==> config.mk <==
export PLATFORM = sky130hd
export DESIGN_NAME = csalu_back
export DESIGN_NICKNAME = d
export VERILOG_FILES = /design/src/rtl/core/csalu_pkg.sv /design/src/rtl/core/csalu_back.sv
export SDC_FILE = /design/constraint.sdc
export NUM_CORES = 1
export LEC_CHECK = 0
export ABC_AREA = 1
export BUFFER_PORTS_ARGS = -buffer_cell sky130_fd_sc_hd__buf_2
export CORE_AREA = 2 2 204 206
export DETAILED_ROUTE_END_ITERATION = 10
export DIE_AREA = 0 0 206 208
export PLACE_DENSITY_LB_ADDON = 0.25
export SYNTH_ARGS = -nofsm -noshare
export SYNTH_HDL_FRONTEND = slang
export SYNTH_SLANG_ARGS = --single-unit
==> constraint.sdc <==
create_clock -name vclk -period 3
set_input_delay 0 -clock vclk [all_inputs]
set_output_delay 0 -clock vclk [all_outputs]
set_load 0.1 [all_outputs]
==> src/rtl/core/csalu_pkg.sv <==
`timescale 1ns / 1ps
// ----------------------------------------------------------------------------
// csalu_pkg
// Opcodes, status codes and the per-stage token of the checked ALU.
// ----------------------------------------------------------------------------
package csalu_pkg;

    localparam int unsigned WordW = 64;

    localparam logic [3:0] OP_ADD      = 4'd0;
    localparam logic [3:0] OP_SUB      = 4'd1;
    localparam logic [3:0] OP_MUL      = 4'd2;
    localparam logic [3:0] OP_DIV      = 4'd3;
    localparam logic [3:0] OP_MOD      = 4'd4;
    localparam logic [3:0] OP_NEG      = 4'd5;
    localparam logic [3:0] OP_ABS      = 4'd6;
    localparam logic [3:0] OP_SQR      = 4'd7;
    localparam logic [3:0] OP_MIN      = 4'd8;
    localparam logic [3:0] OP_MAX      = 4'd9;
    localparam logic [3:0] OP_DIVFLOOR = 4'd10;
    localparam logic [3:0] OP_DIVCEIL  = 4'd11;
    localparam logic [3:0] OP_INC      = 4'd12;
    localparam logic [3:0] OP_DEC      = 4'd13;

    localparam logic [1:0] ST_OK      = 2'd0;
    localparam logic [1:0] ST_RANGE   = 2'd1;
    localparam logic [1:0] ST_DIVZERO = 2'd2;
    localparam logic [1:0] ST_BADMOD  = 2'd3;

    typedef struct packed {
        logic             valid;
        logic [3:0]       opcode;
        logic             is_div;    // uses the divider result
        logic             is_mul;    // uses the product result
        logic             neg;       // result sign of mul or div
        logic             a_neg;
        logic [WordW-1:0] rem;       // partial remainder
        logic [WordW-1:0] quo;       // quotient bits, dividend shifted in
        logic [WordW-1:0] divisor;   // magnitude of divisor
        logic [WordW-1:0] prod;      // multiplier product bits
        logic [WordW-1:0] mcand;     // multiplicand magnitude
        logic [WordW-1:0] mplier;    // remaining multiplier bits
        logic             mul_ovf;
        logic [WordW-1:0] value;     // result of single-step ops
        logic [1:0]       status;
        logic             lt;
        logic             eq;
    } token_t;

endpackage

==> src/rtl/core/csalu_back.sv <==
`timescale 1ns / 1ps
// ----------------------------------------------------------------------------
// csalu_back
// Finish a transaction: sign, rounding and range check of chain results.
// ----------------------------------------------------------------------------
module csalu_back (
    input  csalu_pkg::token_t   tok,
    output logic [63:0]         value,
    output logic [1:0]          status
);
    import csalu_pkg::*;

    logic [WordW-1:0] q;
    logic [WordW-1:0] minv;
    logic             rnz;

    assign minv = {1'b1, {(WordW-1){1'b0}}};
    assign rnz  = (tok.rem != '0);

    always_comb
    begin
        value  = tok.value;
        status = tok.status;
        q      = tok.quo;
        if (tok.is_div)
        begin
            if (tok.opcode == OP_MOD)
            begin
                value = tok.a_neg ? (~tok.rem + 1'b1) : tok.rem;
            end
            else
            begin
                if (rnz && ((tok.opcode == OP_DIVFLOOR && tok.neg)
                         || (tok.opcode == OP_DIVCEIL && !tok.neg)))
                begin
                    q = tok.quo + 1'b1;
                end
                value = tok.neg ? (~q + 1'b1) : q;
            end
        end
        else if (tok.is_mul)
        begin
            if (tok.mul_ovf || (tok.neg ? (tok.prod > minv) : tok.prod[WordW-1]))
            begin
                status = ST_RANGE;
                value  = '0;
            end
            else
            begin
                value = tok.neg ? (~tok.prod + 1'b1) : tok.prod;
            end
        end
    end
endmodule

==> results.yml <==
synthesis:
  synth_xor_area_share_pct: 5.52
  synth_top_family_by_area: "simple AND/OR/NAND/NOR gates"
  synth.yosys.seq_area_share_pct: 0
  synth_mux_area_share_pct: 0
  synthDistinctLibCells: 53
  synth-adder-area-share_pct: 0.438
  synthTopCellsByCount: "nand2_1, nor2_1, inv_1"
  synthTopCellsByArea: "nand2_1, nor2_1, nand3_1"
  synthSimpleGateAreaFrac_pct: 63.1
  avgSynthCellArea_um2: 4.58
  syn_inst: 2497
  synth_compound_area_share_pct: 19.2
  syn_area_um2: 11400
  synth_top_area_share_pct: 26.8
  yosys_warnings: 0
  synth_fp_nets: 2963
  yosysMostFrequentCell: "nand2_1"
  yosys.area.top_type: "nand2_1"
sta:
  setup_violations: 0
  slew_headroom_pct: 35.0
  rsz0062_at_grt: "true"
  fin_ws_ns: 0.0572
  slew_viol_final: 0
  fin_crit_sh_pct: 98.1
  finalHoldViolCount: 0
  max_freq_mhz: 340
  worst_hold_slack_ns: 0.451
  finalCriticalPeriod_ns: 2.94
  worst_pin_slew_ns: 0.974
pwr:
  pwr-share-comb_pct: 100.0
  switching_share_pct: 63.7
  power.leakage_nw: 9.37
  p_int_mw: 1.24
  pwr-share-clk_pct: 0
  p_sw_mw: 2.18
  irDropWorstVdd_uv: 109
  pwr-share-seq_pct: 0
  power.density_nw_per_um2: 177
drt:
  dr.pass1.iters: 8
  antenna_left: 0
  drc: 0
  wl_per_cell_um: 19.2
  wl_um: 72100
  via_per_inst: 5.17
  drt_iter0_markers: 1647
  vias: 19400
floorplan:
  row_count: 74
  initial_utilization_pct: 28.2
  dieArea_um2: 42800
  core_um2: 40600
  die_h_um: 208
  die_x_um: 206
  io_pins: 528
cells_and_area:
  utilization_pct: 47.7
  register_area_um2: 0
  area_growth_pct: 69.1
  fin_cells: 3750
  layout.nets: 3682
  drive_gt1_share_pct: 37.0
  nClkBuffers: 0
  seq_cells: 0
run:
  cap_violations: 0
place:
  dp_cells: 3720
  place_ws_ns: -0.160
  place_congestion: 1.05
  portBuffers: 333
  dp_hpwl_um: 61500
cts:
  cts_hold_buffers: 0
min_path:
  holdCritPathClass: "primary input to output port"
global_route:
  grt_max_degree: 76
  grt_pass1_vias: 18200
  antenna_found_initial: 3
  grt_usage_pct: 31.7
  grt_overflow: 0
  grt_first_pass_wirelength_um: 105000
critical_path:
  required_ns: 3.00
  critPathLaunchType: "primary input"
  end_kind: "output port"
  worstPathArrival_ns: 2.94
  path_class: "primary input to output port"
  critical_path_peak_fanout: 9
outcome:
  outcome: "finished, final reports clean"
==> path summary, 6_finish.rpt <==
kind | start | end | depth (start not counted)
max | tok[415] | value[55] | 23
min | tok[3] | status[1] | 4
==> cells in the final DEF, fill, tap and decap left out, drive strengths merged, types with 4 or more instances in the layout <==
cell,count
nor2,505
nor4,24
nand4,61
a31oi,23
nor3,20
o21bai,7
a221oi,11
xor2,60
a22oi,11
ha,4
a32oi,4
o21ai,124
a21oi,165
nand3b,15
a21o,4
xnor2,12
a211oi,16
o211ai,7
diode,4
nand2,838
inv,253
o31ai,4
nand3,227
or2,5
buf,800
==> kinds of logic after synthesis <==
logic type | count (synthesis)
and+or+nand+nor | 1699
AOI/OAI and AO/OA | 384
buffers and inverters | 338
xor gates and xnor gates | 72
adders and majority gates | 4
==> per-stage QoR <==
stage          power, mW    TNS, ns  instance area [um^2]
3_5_place_dp        3.21      -4.41                 18000
4_1_cts             3.24  -0.000825                 18200
5_1_grt             3.59      -2.04                 19300
2_1_floorplan       1.63     -0.390                 11700
3_3_place_gp        3.21      -2.98                 18000
6_report            3.43          0                 19300
==> routing by layer <==
metal | track usage [%] | routed length, um | vias to the layer above
met5 | 0 | 0 | -
met4 | 18.7 | 5390 | 0
met3 | 2.35 | 5810 | 173
met2 | 53.4 | 32300 | 948
met1 | 39.3 | 28500 | 8658
li1 | - | - | 9605
==> power by group through the flow <==
stage               registers (mW)  logic (mW)  clock network, mW
finish                           0        3.43        0.000000179
detailed placement               0        3.21                  0
floorplan                        0        1.63                  0
global route                     0        3.59       0.0000000893
global placement                 0        3.21                  0
CTS                              0        3.24                  0
==> layout make-up <==
cell class	instances	area (um^2)
Fill cell	4570	21200
Timing Repair Buffer	801	6270
Tap cell	532	666
Antenna cell	4	10.0
Inverter	253	952
Multi-Input combinational cell	2160	11400
==> repair_timing <==
action	4_1_cts	5_1_grt
resized for setup	53	284
hold endpoints to repair	0	0
setup buffers	5	20
gates cloned	1	1
pin swaps	17	75
endpoints found under the setup margin	53	61
==> critical path, cell delays in order <==
cell     delay [ns]
buf_2          0.14
nor2_2         0.14
nand2_2        0.09
nor2_4         0.13
nand2_2        0.11
nor2_8         0.18
nand2_8        0.13
nand2_8        0.12
inv_2          0.07
buf_4          0.18
nand2_1        0.08
nand2_1        0.09
buf_4          0.17
nor2_4         0.10
nand2_1        0.09
nor2_1         0.10
nand2_1        0.14
o21ai_2        0.22
nand2_1        0.07
nand2_1        0.07
nand3_2        0.13
a21oi_4        0.19
buf_12         0.19
(Power assumes the default switching activity.)
