**config.mk**
```make
export PLATFORM = sky130hd
export DESIGN_NAME = csalu_cell
export DESIGN_NICKNAME = d
export VERILOG_FILES = /design/src/rtl/core/csalu_pkg.sv /design/src/rtl/core/csalu_cell.sv
export SDC_FILE = /design/constraint.sdc
export NUM_CORES = 1
export LEC_CHECK = 0
export BUFFER_PORTS_ARGS = -buffer_cell sky130_fd_sc_hd__buf_2
export CAP_MARGIN = 25
export CORE_AREA = 4 4 360 362
export DETAILED_ROUTE_END_ITERATION = 8
export DIE_AREA = 0 0 364 366
export GPL_ROUTABILITY_DRIVEN = 0
export PLACE_DENSITY = 0.35
export SYNTH_ARGS = -nofsm -noshare
export SYNTH_HDL_FRONTEND = slang
export SYNTH_SLANG_ARGS = --single-unit
```
**constraint.sdc**
```tcl
create_clock -name clk -period 2.1 [get_ports clk]
set_input_delay 0.105 -clock clk [delete_from_list [all_inputs] [get_ports clk]]
set_output_delay 0.105 -clock clk [all_outputs]
set_load 0.01 [all_outputs]
```
**src/rtl/core/csalu_pkg.sv**
```systemverilog
`timescale 1ns / 1ps
// ----------------------------------------------------------------------------
// csalu_pkg
// Opcodes, status codes and the per-stage token of the checked ALU.
// ----------------------------------------------------------------------------
package csalu_pkg;

    localparam int unsigned WordW = 64;

    localparam logic [3:0] OP_ADD      = 4'd0;
    localparam logic [3:0] OP_SUB      = 4'd1;
    localparam logic [3:0] OP_MUL      = 4'd2;
    localparam logic [3:0] OP_DIV      = 4'd3;
    localparam logic [3:0] OP_MOD      = 4'd4;
    localparam logic [3:0] OP_NEG      = 4'd5;
    localparam logic [3:0] OP_ABS      = 4'd6;
    localparam logic [3:0] OP_SQR      = 4'd7;
    localparam logic [3:0] OP_MIN      = 4'd8;
    localparam logic [3:0] OP_MAX      = 4'd9;
    localparam logic [3:0] OP_DIVFLOOR = 4'd10;
    localparam logic [3:0] OP_DIVCEIL  = 4'd11;
    localparam logic [3:0] OP_INC      = 4'd12;
    localparam logic [3:0] OP_DEC      = 4'd13;

    localparam logic [1:0] ST_OK      = 2'd0;
    localparam logic [1:0] ST_RANGE   = 2'd1;
    localparam logic [1:0] ST_DIVZERO = 2'd2;
    localparam logic [1:0] ST_BADMOD  = 2'd3;

    typedef struct packed {
        logic             valid;
        logic [3:0]       opcode;
        logic             is_div;    // uses the divider result
        logic             is_mul;    // uses the product result
        logic             neg;       // result sign of mul or div
        logic             a_neg;
        logic [WordW-1:0] rem;       // partial remainder
        logic [WordW-1:0] quo;       // quotient bits, dividend shifted in
        logic [WordW-1:0] divisor;   // magnitude of divisor
        logic [WordW-1:0] prod;      // multiplier product bits
        logic [WordW-1:0] mcand;     // multiplicand magnitude
        logic [WordW-1:0] mplier;    // remaining multiplier bits
        logic             mul_ovf;
        logic [WordW-1:0] value;     // result of single-step ops
        logic [1:0]       status;
        logic             lt;
        logic             eq;
    } token_t;

endpackage

```
**src/rtl/core/csalu_cell.sv**
```systemverilog
`timescale 1ns / 1ps
// ----------------------------------------------------------------------------
// csalu_cell
// One chain cell: one restoring divide bit and one shift-add multiply bit.
// ----------------------------------------------------------------------------
module csalu_cell (
    input  logic                clk,
    input  logic                rst_n,
    input  logic                advance,
    input  csalu_pkg::token_t   tok_in,
    output csalu_pkg::token_t   tok_out
);
    import csalu_pkg::*;

    token_t          tok_reg;
    token_t          tok_next;
    logic [WordW:0]  trial;
    logic [WordW:0]  rem_sh;
    logic [WordW:0]  sum;

    always_comb
    begin
        tok_next = tok_in;
        rem_sh   = {tok_in.rem, tok_in.quo[WordW-1]};
        trial    = rem_sh - {1'b0, tok_in.divisor};
        if (!trial[WordW])
        begin
            tok_next.rem = trial[WordW-1:0];
            tok_next.quo = {tok_in.quo[WordW-2:0], 1'b1};
        end
        else
        begin
            tok_next.rem = rem_sh[WordW-1:0];
            tok_next.quo = {tok_in.quo[WordW-2:0], 1'b0};
        end
        // multiply from the top bit down: prod = 2*prod + bit*mcand
        sum = {tok_in.prod, 1'b0}
            + (tok_in.mplier[WordW-1] ? {1'b0, tok_in.mcand} : '0);
        tok_next.mul_ovf = tok_in.mul_ovf | tok_in.prod[WordW-1] | sum[WordW];
        tok_next.prod    = sum[WordW-1:0];
        tok_next.mplier  = {tok_in.mplier[WordW-2:0], 1'b0};
    end

    always_ff @(posedge clk or negedge rst_n)
    begin
        if (!rst_n)
        begin
            tok_reg.valid <= 1'b0;
        end
        else if (advance)
        begin
            tok_reg <= tok_next;
        end
    end

    assign tok_out = tok_reg;
endmodule

```
==> flow_metrics.py <==
metrics = {
    "outcome": {
        "outcome": "complete, but fails checks",
        "violations": "negative hold slack, negative setup slack",
    },
    "worst_setup_path": {
        "worstRegToRegCells": 2,
        "worstSetupEndpointType": "flip-flop",
        "crit_required_ps": 2520,
        "worstPathMaxFanout": 8,
        "start_kind": "input port",
        "r2r_slack_ps": 780,
        "crit_start": "tok_in[132]",
        "endpoint": "tok_out[259]$_DFFE_PP_",
        "timing.rr.end": "tok_out[461]$_DFFE_PN0P_",
        "critPathArrivalTime_ps": 3090,
        "crit_type": "input port to flip-flop",
        "reg2reg_from": "tok_out[461]$_DFFE_PN0P_",
    },
    "route": {
        "wl_um": 115300,
        "via_count": 22453,
        "via_per_inst": 4.092,
        "drt-initial-drc-count": 1103,
        "post_drt_wl_per_cell_um": 21.02,
        "drc": 0,
        "drt_first_pass_iters": 5,
        "antenna_left": 0,
    },
    "logic_synthesis": {
        "yosys-top-cells-count": "edfxtp_1, a21oi_1, ha_1",
        "ys_seq_area_share_pct": 60.18,
        "ys_warn_count": 0,
        "yosys.area.top_type": "edfxtp_1",
        "ys_top_cells_by_area": "edfxtp_1, ha_1, a21oi_1, xnor2_1, mux2_1",
        "syn-num-nets": 2405,
        "synth_edf_count": 460,
        "syn_inst": 1811,
        "synth_top_area_share_pct": 60.08,
        "ys_async_sr_fraction_pct": 0.2169,
        "synth.most_common_cell": "edfxtp_1",
        "synth_area_mm2": 0.02299,
        "synth.avg_cell_area_um2": 12.70,
        "ys.flop_type": "edfxtp_1",
        "ys_seq_elements": 461,
        "ys_types": 89,
    },
    "global_routing": {
        "antenna_found_initial": 39,
        "track_usage_pct": 16.37,
        "overflow": 0,
        "grt_max_degree": 103,
        "grt_pass1_wl_um": 161800,
        "grt_pass1_vias": 24370,
    },
    "placement": {
        "place_ws_ps": -1630,
        "dp_hpwl_um": 91760,
        "numPortBuffers": 925,
        "dp_cells": 4891,
        "placed_area_mm2": 0.03442,
    },
    "pwr": {
        "leakagePower_nw": 18.62,
        "power_mw": 30.29,
        "ir_worst_vdd_uv": 665.3,
        "power.density_mw_per_mm2": 708.4,
    },
    "sta": {
        "finalHoldViolCount": 2,
        "setup_ws_ps": -563.9,
        "finalClockSkew_ps": 0,
        "relSlewSlack_pct": 60.91,
        "worst_slew_pin_slew_ps": 586.4,
        "finalSetupTns_ps": -27230,
        "rsz0062_at_grt": "yes",
        "setup_viol_count_final": 96,
        "period_share_pct": 126.9,
        "fmax_mhz": 375.4,
        "min_period_ps": 2664,
        "drv_slew": 0,
        "hold_ws_ps": -345.5,
    },
    "clock_tree": {
        "cts_max_path_buffers": 3,
        "cts_sinks": 461,
        "ctsHoldBuffers": 418,
        "htreeDepth": 2,
        "clk_latency_ps": 630,
        "cts_root_buf": "clkbuf_16",
        "cts-buffers-inserted": 58,
        "cts_tree": "done",
        "clk_pin_slew_ps": 60,
    },
    "flow_run": {
        "maxCapViolCount": 0,
    },
    "final_layout": {
        "fin_area_mm2": 0.04276,
        "largest_reg_flops": 461,
        "nNetsFinal": 4351,
        "syn_to_final_growth_pct": 85.99,
        "drive_above_1_share_pct": 50.75,
        "final_cells": 5487,
        "fin_util_pct": 33.75,
    },
    "worst_hold_path": {
        "hold_path_class": "input port to flip-flop",
    },
    "die": {
        "die_area_mm2": 0.1332,
        "boundaryPins": 927,
        "die_height_um": 366,
        "start_util_pct": 18.15,
        "die_width_um": 364,
        "row_count": 131,
        "coreArea_mm2": 0.1267,
    },
}
==> layout make-up <==
type,instances,area (um^2)
diodes,22,55.05
clock buffers,67,1495
clock inverters,39,481.7
fillers,12932,83940
inverters,98,386.6
multi-input cells,1188,10470
flip-flops and latches,461,13840
well taps,1662,2079
repair buffers,1950,13960
==> where the power goes <==
group / internal [mW] / switching (mW) / total, mW / leakage, nW
sequential: 11.1 / 0.275 / 11.3 / 4.33
combinational: 4.32 / 4.06 / 8.39 / 13.3
clock: 6.22 / 4.35 / 10.6 / 0.964
==> cell usage in the layout (no fill, tap or decap), drive strengths merged, types with 16 or more instances in the layout <==
cell type,netlist,layout
diode,0,22
inv,98,102
nand2b,17,17
and2,77,77
clkbuf,50,67
a21o,67,67
o21ai,87,87
nand4,32,32
mux2,54,54
ha,127,127
dlygate4sd3,0,418
xor2,40,40
a31oi,16,16
xnor2,78,78
nor3,21,21
nor2,94,94
o21bai,19,19
clkinv,0,23
buf,14,1532
nand2,106,106
nand3,26,26
a21oi,153,153
o21a,24,24
edfxtp,460,460
==> per-layer routing <==
| layer | GRT usage, % | vias up | wire, um |
|---|---|---|---|
| li1 | - | 10697 | - |
| met1 | 17.97 | 10776 | 44170 |
| met2 | 29.21 | 769 | 57050 |
| met3 | 5.017 | 187 | 9013 |
| met4 | 6.639 | 24 | 4936 |
| met5 | 0 | - | 158 |
==> worst max-delay path: stages <==
cell	delay, ps
buf_12	130
buf_12	140
and2_4	150
ha_4	240
a211o_1	320
a21oi_4	160
o221ai_2	130
o21a_2	240
o211a_4	260
o2111ai_4	190
buf_6	150
a211oi_4	60
or4_4	540
a21oi_4	160
xnor2_1	70
==> repair_timing <==
action | CTS | global route
buffers inserted | 34 | 27
hold endpoints to repair | 415 | 2
pin swaps | 75 | 99
gates resized for setup | 172 | 169
cloned | 7 | 0
setup endpoints to repair | 101 | 106
==> worst min-delay path by stage <==
stage                     slack, ps         from                       end  cells after the start
after global routing           -380  tok_in[261]    tok_out[261]$_DFFE_PP_                      1
after global placement         -110        rst_n  tok_out[461]$_DFFE_PN0P_                      1
after CTS                      -410  tok_in[261]    tok_out[261]$_DFFE_PP_                      1
final                          -350  tok_in[261]    tok_out[261]$_DFFE_PP_                      1
after floorplan                -190        rst_n  tok_out[461]$_DFFE_PN0P_                      0
after detailed placement       -110        rst_n  tok_out[461]$_DFFE_PN0P_                      1
==> cell families (layout without fill, tap and decap cells) <==
| group | Yosys count | count (layout) | share of synthesized area [%] |
|---|---|---|---|
| compound gates | 461 | 461 | 13.39 |
| fa+ha+maj | 129 | 129 | 7.085 |
| flops | 461 | 461 | 60.18 |
| xor+xnor | 118 | 118 | 4.527 |
| other cells | 1 | 23 | 0.01631 |
| buf+inv | 162 | 2154 | 2.813 |
| simple gates | 422 | 422 | 9.213 |
| mux | 57 | 57 | 2.775 |
Note: power is estimated with default switching activity, not from simulation.
