**src/rtl/core/csalu_pkg.sv**
```systemverilog
`timescale 1ns / 1ps
// ----------------------------------------------------------------------------
// csalu_pkg
// Opcodes, status codes and the per-stage token of the checked ALU.
// ----------------------------------------------------------------------------
package csalu_pkg;

    localparam int unsigned WordW = 64;

    localparam logic [3:0] OP_ADD      = 4'd0;
    localparam logic [3:0] OP_SUB      = 4'd1;
    localparam logic [3:0] OP_MUL      = 4'd2;
    localparam logic [3:0] OP_DIV      = 4'd3;
    localparam logic [3:0] OP_MOD      = 4'd4;
    localparam logic [3:0] OP_NEG      = 4'd5;
    localparam logic [3:0] OP_ABS      = 4'd6;
    localparam logic [3:0] OP_SQR      = 4'd7;
    localparam logic [3:0] OP_MIN      = 4'd8;
    localparam logic [3:0] OP_MAX      = 4'd9;
    localparam logic [3:0] OP_DIVFLOOR = 4'd10;
    localparam logic [3:0] OP_DIVCEIL  = 4'd11;
    localparam logic [3:0] OP_INC      = 4'd12;
    localparam logic [3:0] OP_DEC      = 4'd13;

    localparam logic [1:0] ST_OK      = 2'd0;
    localparam logic [1:0] ST_RANGE   = 2'd1;
    localparam logic [1:0] ST_DIVZERO = 2'd2;
    localparam logic [1:0] ST_BADMOD  = 2'd3;

    typedef struct packed {
        logic             valid;
        logic [3:0]       opcode;
        logic             is_div;    // uses the divider result
        logic             is_mul;    // uses the product result
        logic             neg;       // result sign of mul or div
        logic             a_neg;
        logic [WordW-1:0] rem;       // partial remainder
        logic [WordW-1:0] quo;       // quotient bits, dividend shifted in
        logic [WordW-1:0] divisor;   // magnitude of divisor
        logic [WordW-1:0] prod;      // multiplier product bits
        logic [WordW-1:0] mcand;     // multiplicand magnitude
        logic [WordW-1:0] mplier;    // remaining multiplier bits
        logic             mul_ovf;
        logic [WordW-1:0] value;     // result of single-step ops
        logic [1:0]       status;
        logic             lt;
        logic             eq;
    } token_t;

endpackage

```
**src/rtl/core/csalu_front.sv**
```systemverilog
`timescale 1ns / 1ps
// ----------------------------------------------------------------------------
// csalu_front
// Decode a transaction: single-step ops, error checks and chain seeding.
// ----------------------------------------------------------------------------
module csalu_front (
    input  logic                   valid,
    input  logic [3:0]             opcode,
    input  logic signed [63:0]     operand_a,
    input  logic signed [63:0]     operand_b,
    output csalu_pkg::token_t      tok
);
    import csalu_pkg::*;

    logic [WordW-1:0] a;
    logic [WordW-1:0] b;
    logic [WordW-1:0] ma;
    logic [WordW-1:0] mb;
    logic [WordW-1:0] r;
    logic [WordW-1:0] minv;
    logic             lt;
    logic             div_op;

    assign a    = operand_a;
    assign b    = operand_b;
    assign minv = {1'b1, {(WordW-1){1'b0}}};
    assign ma   = a[WordW-1] ? (~a + 1'b1) : a;
    assign mb   = b[WordW-1] ? (~b + 1'b1) : b;
    assign lt   = operand_a < operand_b;
    assign div_op = (opcode == OP_DIV) || (opcode == OP_DIVFLOOR)
                 || (opcode == OP_DIVCEIL);

    always_comb
    begin
        tok         = '0;
        tok.valid   = valid;
        tok.opcode  = opcode;
        tok.lt      = lt;
        tok.eq      = (a == b);
        tok.a_neg   = a[WordW-1];
        tok.quo     = ma;
        tok.divisor = mb;
        tok.mcand   = ma;
        tok.mplier  = mb;
        tok.neg     = a[WordW-1] ^ b[WordW-1];
        tok.status  = ST_OK;
        r           = '0;
        case (opcode)
            OP_ADD:
            begin
                r = a + b;
                if (((a ^ r) & (b ^ r)) >> (WordW-1) != '0) tok.status = ST_RANGE;
                else tok.value = r;
            end
            OP_SUB:
            begin
                r = a - b;
                if (((a ^ b) & (a ^ r)) >> (WordW-1) != '0) tok.status = ST_RANGE;
                else tok.value = r;
            end
            OP_MUL:
                tok.is_mul = 1'b1;
            OP_SQR:
            begin
                tok.is_mul = 1'b1;
                tok.mplier = ma;
                tok.neg    = 1'b0;
            end
            OP_DIV, OP_DIVFLOOR, OP_DIVCEIL:
            begin
                if (b == '0) tok.status = ST_DIVZERO;
                else if (a == minv && b == '1) tok.status = ST_RANGE;
                else tok.is_div = 1'b1;
            end
            OP_MOD:
            begin
                if (b == '0 || b[WordW-1]) tok.status = ST_BADMOD;
                else tok.is_div = 1'b1;
            end
            OP_NEG:
            begin
                if (a == minv) tok.status = ST_RANGE;
                else tok.value = ~a + 1'b1;
            end
            OP_ABS:
            begin
                if (a == minv) tok.status = ST_RANGE;
                else tok.value = ma;
            end
            OP_MIN:
                tok.value = lt ? a : b;
            OP_MAX:
                tok.value = lt ? b : a;
            OP_INC:
            begin
                if (a == ~minv) tok.status = ST_RANGE;
                else tok.value = a + 1'b1;
            end
            OP_DEC:
            begin
                if (a == minv) tok.status = ST_RANGE;
                else tok.value = a - 1'b1;
            end
            default:
                tok.value = '0;
        endcase
        if (div_op && !tok.is_div)
        begin
            tok.value = '0;
        end
    end
endmodule

```
**config.mk**
```make
export PLATFORM = sky130hd
export DESIGN_NAME = csalu_front
export DESIGN_NICKNAME = d
export VERILOG_FILES = /design/src/rtl/core/csalu_pkg.sv /design/src/rtl/core/csalu_front.sv
export SDC_FILE = /design/constraint.sdc
export NUM_CORES = 1
export LEC_CHECK = 0
export BUFFER_PORTS_ARGS = -buffer_cell sky130_fd_sc_hd__buf_4
export CORE_AREA = 2 2 233 235
export DETAILED_ROUTE_END_ITERATION = 10
export DIE_AREA = 0 0 235 237
export PLACE_DENSITY = 0.66
export SLEW_MARGIN = 20
export SYNTH_ARGS = -nofsm -noshare
export SYNTH_HDL_FRONTEND = slang
export SYNTH_SLANG_ARGS = --single-unit
```
**constraint.sdc**
```tcl
create_clock -name vclk -period 7.33
set_input_delay 1.466 -clock vclk [all_inputs]
set_output_delay 1.466 -clock vclk [all_outputs]
set_load 0.03 [all_outputs]
```
==> results.toml <==
[status]
status = "finished, final reports clean"

[finish]
drive_gt1_share_pct = 26.3
clkbuf_count = 0
seqCellArea_um2 = 0
finalNetCount = 3584
numSequentialCells = 0
area_growth_pct = 23.7

[logic_synthesis]
synth_cells = 2922
synth_area_leader_cell = "ha_1"
synth_top_area_share_pct = 8.80
syn_avg_cell_area_um2 = 6.42
yosysUniqueCellTypes = 96
synth-seq-area-share_pct = 0
synth-warning-count = 0
syn_area_mm2 = 0.0188
synth_area_leaders = "ha_1, buf_4, nor2_1"

[global_route]
grt_pass1_vias = 23200
grt_pass1_wl_um = 155000
antenna_found_initial = 4
grt_max_degree = 56
grtUsageTotal_pct = 35.9
grt.overflow.total = 0

[floorplan]
fp.dieW_um = 235
die_y_um = 237
start_util_pct = 35.2
core-area_mm2 = 0.0533
die_area_mm2 = 0.0557
rows = 85
io_pins = 595

[sta]
worst-slew-pin-transition_ns = 1.18
setup_tns_ns = 0
drv_slew = 0
rsz0062_at_grt = "no"
final.period_utilization_pct = 98.3
slew_headroom_pct = 20.7
hold_viol_final = 0
fin_hold_ws_ns = 2.93
period_minus_slack_ns = 7.20
setup_viol = 0
fmax_mhz = 139

[power]
leakage_nw = 10.1
pwr-share-clk_pct = 0
comb_power_share_pct = 100.0
ir_worst_vdd_mv = 0.0601
power_frac_seq_pct = 0
power_density_mw_per_mm2 = 103
p_switching_mw = 1.57
p_sw_share_pct = 65.7
p_int_uw = 821

[route]
wirelength_um = 107000
dr_total_vias = 25200
drc_errors = 0
ant_nets = 0
wl_per_cell_um = 26.7
avgViaCountPerCell = 6.29
drt_pass1_iterations = 6
drt_iter0_markers = 3284

[place]
io_buffers = 464
place_congestion = 1.05
dpl.hpwl_um = 85400

[worst_hold_path]
hold_class = "in2out"

[clock_tree]
postCtsHoldBufs = 0

[critical_path]
worst-endpoint-arrival_ns = 5.74
worstSetupPathType = "in2out"
worstPathMaxFanout = 19
cp.required_ns = 5.86
end_kind = "output pin"
worstSetupEndpoint = "tok[51]"
critical_path.startpoint = "operand_b[8]"
cp-start-kind = "primary input"

[job]
maxCapViolations = 0
## stage by stage
step | util [%] | total power [mW] | area [µm²] | worst slack [ns] | cells
after floorplan | - | 1.52 | 19300 | 0.360 | 3050
after global placement | 43.5 | 2.34 | 23200 | 0.174 | 4010
after detailed placement | 43.5 | 2.34 | 23200 | 0.143 | 4010
after CTS | 43.5 | 2.34 | 23200 | 0.123 | 4010
after global routing | 43.6 | 2.51 | 23200 | 0.0107 | 4013
final | 43.6 | 2.39 | 23200 | 0.127 | 4013
## power by group through the flow
stage	registers (mW)	logic, mW	clock network, mW
final	0	2.39	0.0000000366
after global routing	0	2.51	0.0000000365
after detailed placement	0	2.34	0
after global placement	0	2.34	0
after CTS	0	2.34	0
after floorplan	0	1.52	0
## logic make-up (layout without fill, tap and decap cells)
family                     Yosys count  count (layout)  share of synthesized area (%)
AOI/OAI and AO/OA                  897             897                           32.5
xor gates and xnor gates           148             148                           6.91
adders and majority gates          134             134                           9.01
buffers and inverters              579             844                           16.1
muxes                               65              65                           6.55
other                                1             131                         0.0200
and+or+nand+nor                   1098            1098                           29.0
## per-layer routing
layer  up-vias  share of wire (%)  track usage [%]  wire length (µm)
met5         -              0.044                0                47
met4         6                5.4             16.3              5810
met3       314                 11             6.99             11300
met2      1742                 44             56.6             47200
met1     12000                 40             47.2             42700
li1      11200                  -                -                 -
## cells in the final DEF, fill, tap and decap left out, types with 32 or more instances in the layout
| cell type | n |
|---|---|
| o31ai_1 | 46 |
| inv_1 | 139 |
| o21ai_0 | 202 |
| ha_1 | 132 |
| conb_1 | 129 |
| xnor2_1 | 132 |
| nand2_1 | 235 |
| a221oi_1 | 73 |
| nand3_1 | 64 |
| nand4_1 | 61 |
| a21o_1 | 36 |
| buf_4 | 688 |
| a211oi_1 | 36 |
| nor4_1 | 34 |
| a21oi_1 | 209 |
| and3_1 | 34 |
| nor2_1 | 375 |
| nand2b_1 | 34 |
| or3_1 | 38 |
| nor3_1 | 60 |
| o221a_2 | 32 |
| mux4_2 | 42 |
## layout make-up
type / instances / area [µm²]
Inverter: 141 / 529
Antenna cell: 2 / 5.00
Multi-Input combinational cell: 2471 / 16400
Timing Repair Buffer: 703 / 5470
Tap cell: 696 / 871
Fill cell: 5758 / 30100
## cells in the mapped netlist, types with 62 or more instances
master,number
a21oi_1,210
o21ai_0,203
nor3_1,62
a221oi_1,74
nor2_1,377
buf_4,204
nand2_1,236
nand3_1,66
ha_1,132
inv_1,139
xnor2_1,132
clkbuf_1,193
## worst max-delay path, cell delays in order
cell      delay, ns
buf_4          0.13
inv_1          0.05
ha_1           0.40
or3_1          0.47
nor4b_1        0.31
a211oi_1       0.13
a31oi_1        0.27
buf_4          0.16
a211o_1        0.21
a21oi_1        0.13
and3_1         0.18
or3_1          0.42
and3_2         0.26
buf_12         0.17
a221oi_1       0.35
o211ai_1       0.23
buf_4          0.20
buf_4          0.16
## what timing repair did
action	in CTS	in global routing
resized for setup	0	10
setup endpoints to repair	0	41
setup buffers	0	1
## worst min path at each step
stage | start | to | slack (ns) | depth (start not counted)
6_report | valid | tok[461] | 2.93 | 0
5_1_grt | valid | tok[461] | 2.93 | 0
4_1_cts | valid | tok[461] | 2.93 | 0
3_5_place_dp | valid | tok[461] | 2.93 | 0
3_3_place_gp | valid | tok[461] | 2.93 | 0
2_1_floorplan | operand_a[0] | tok[133] | 3.06 | 1
Power figures use the tool's default switching activity.
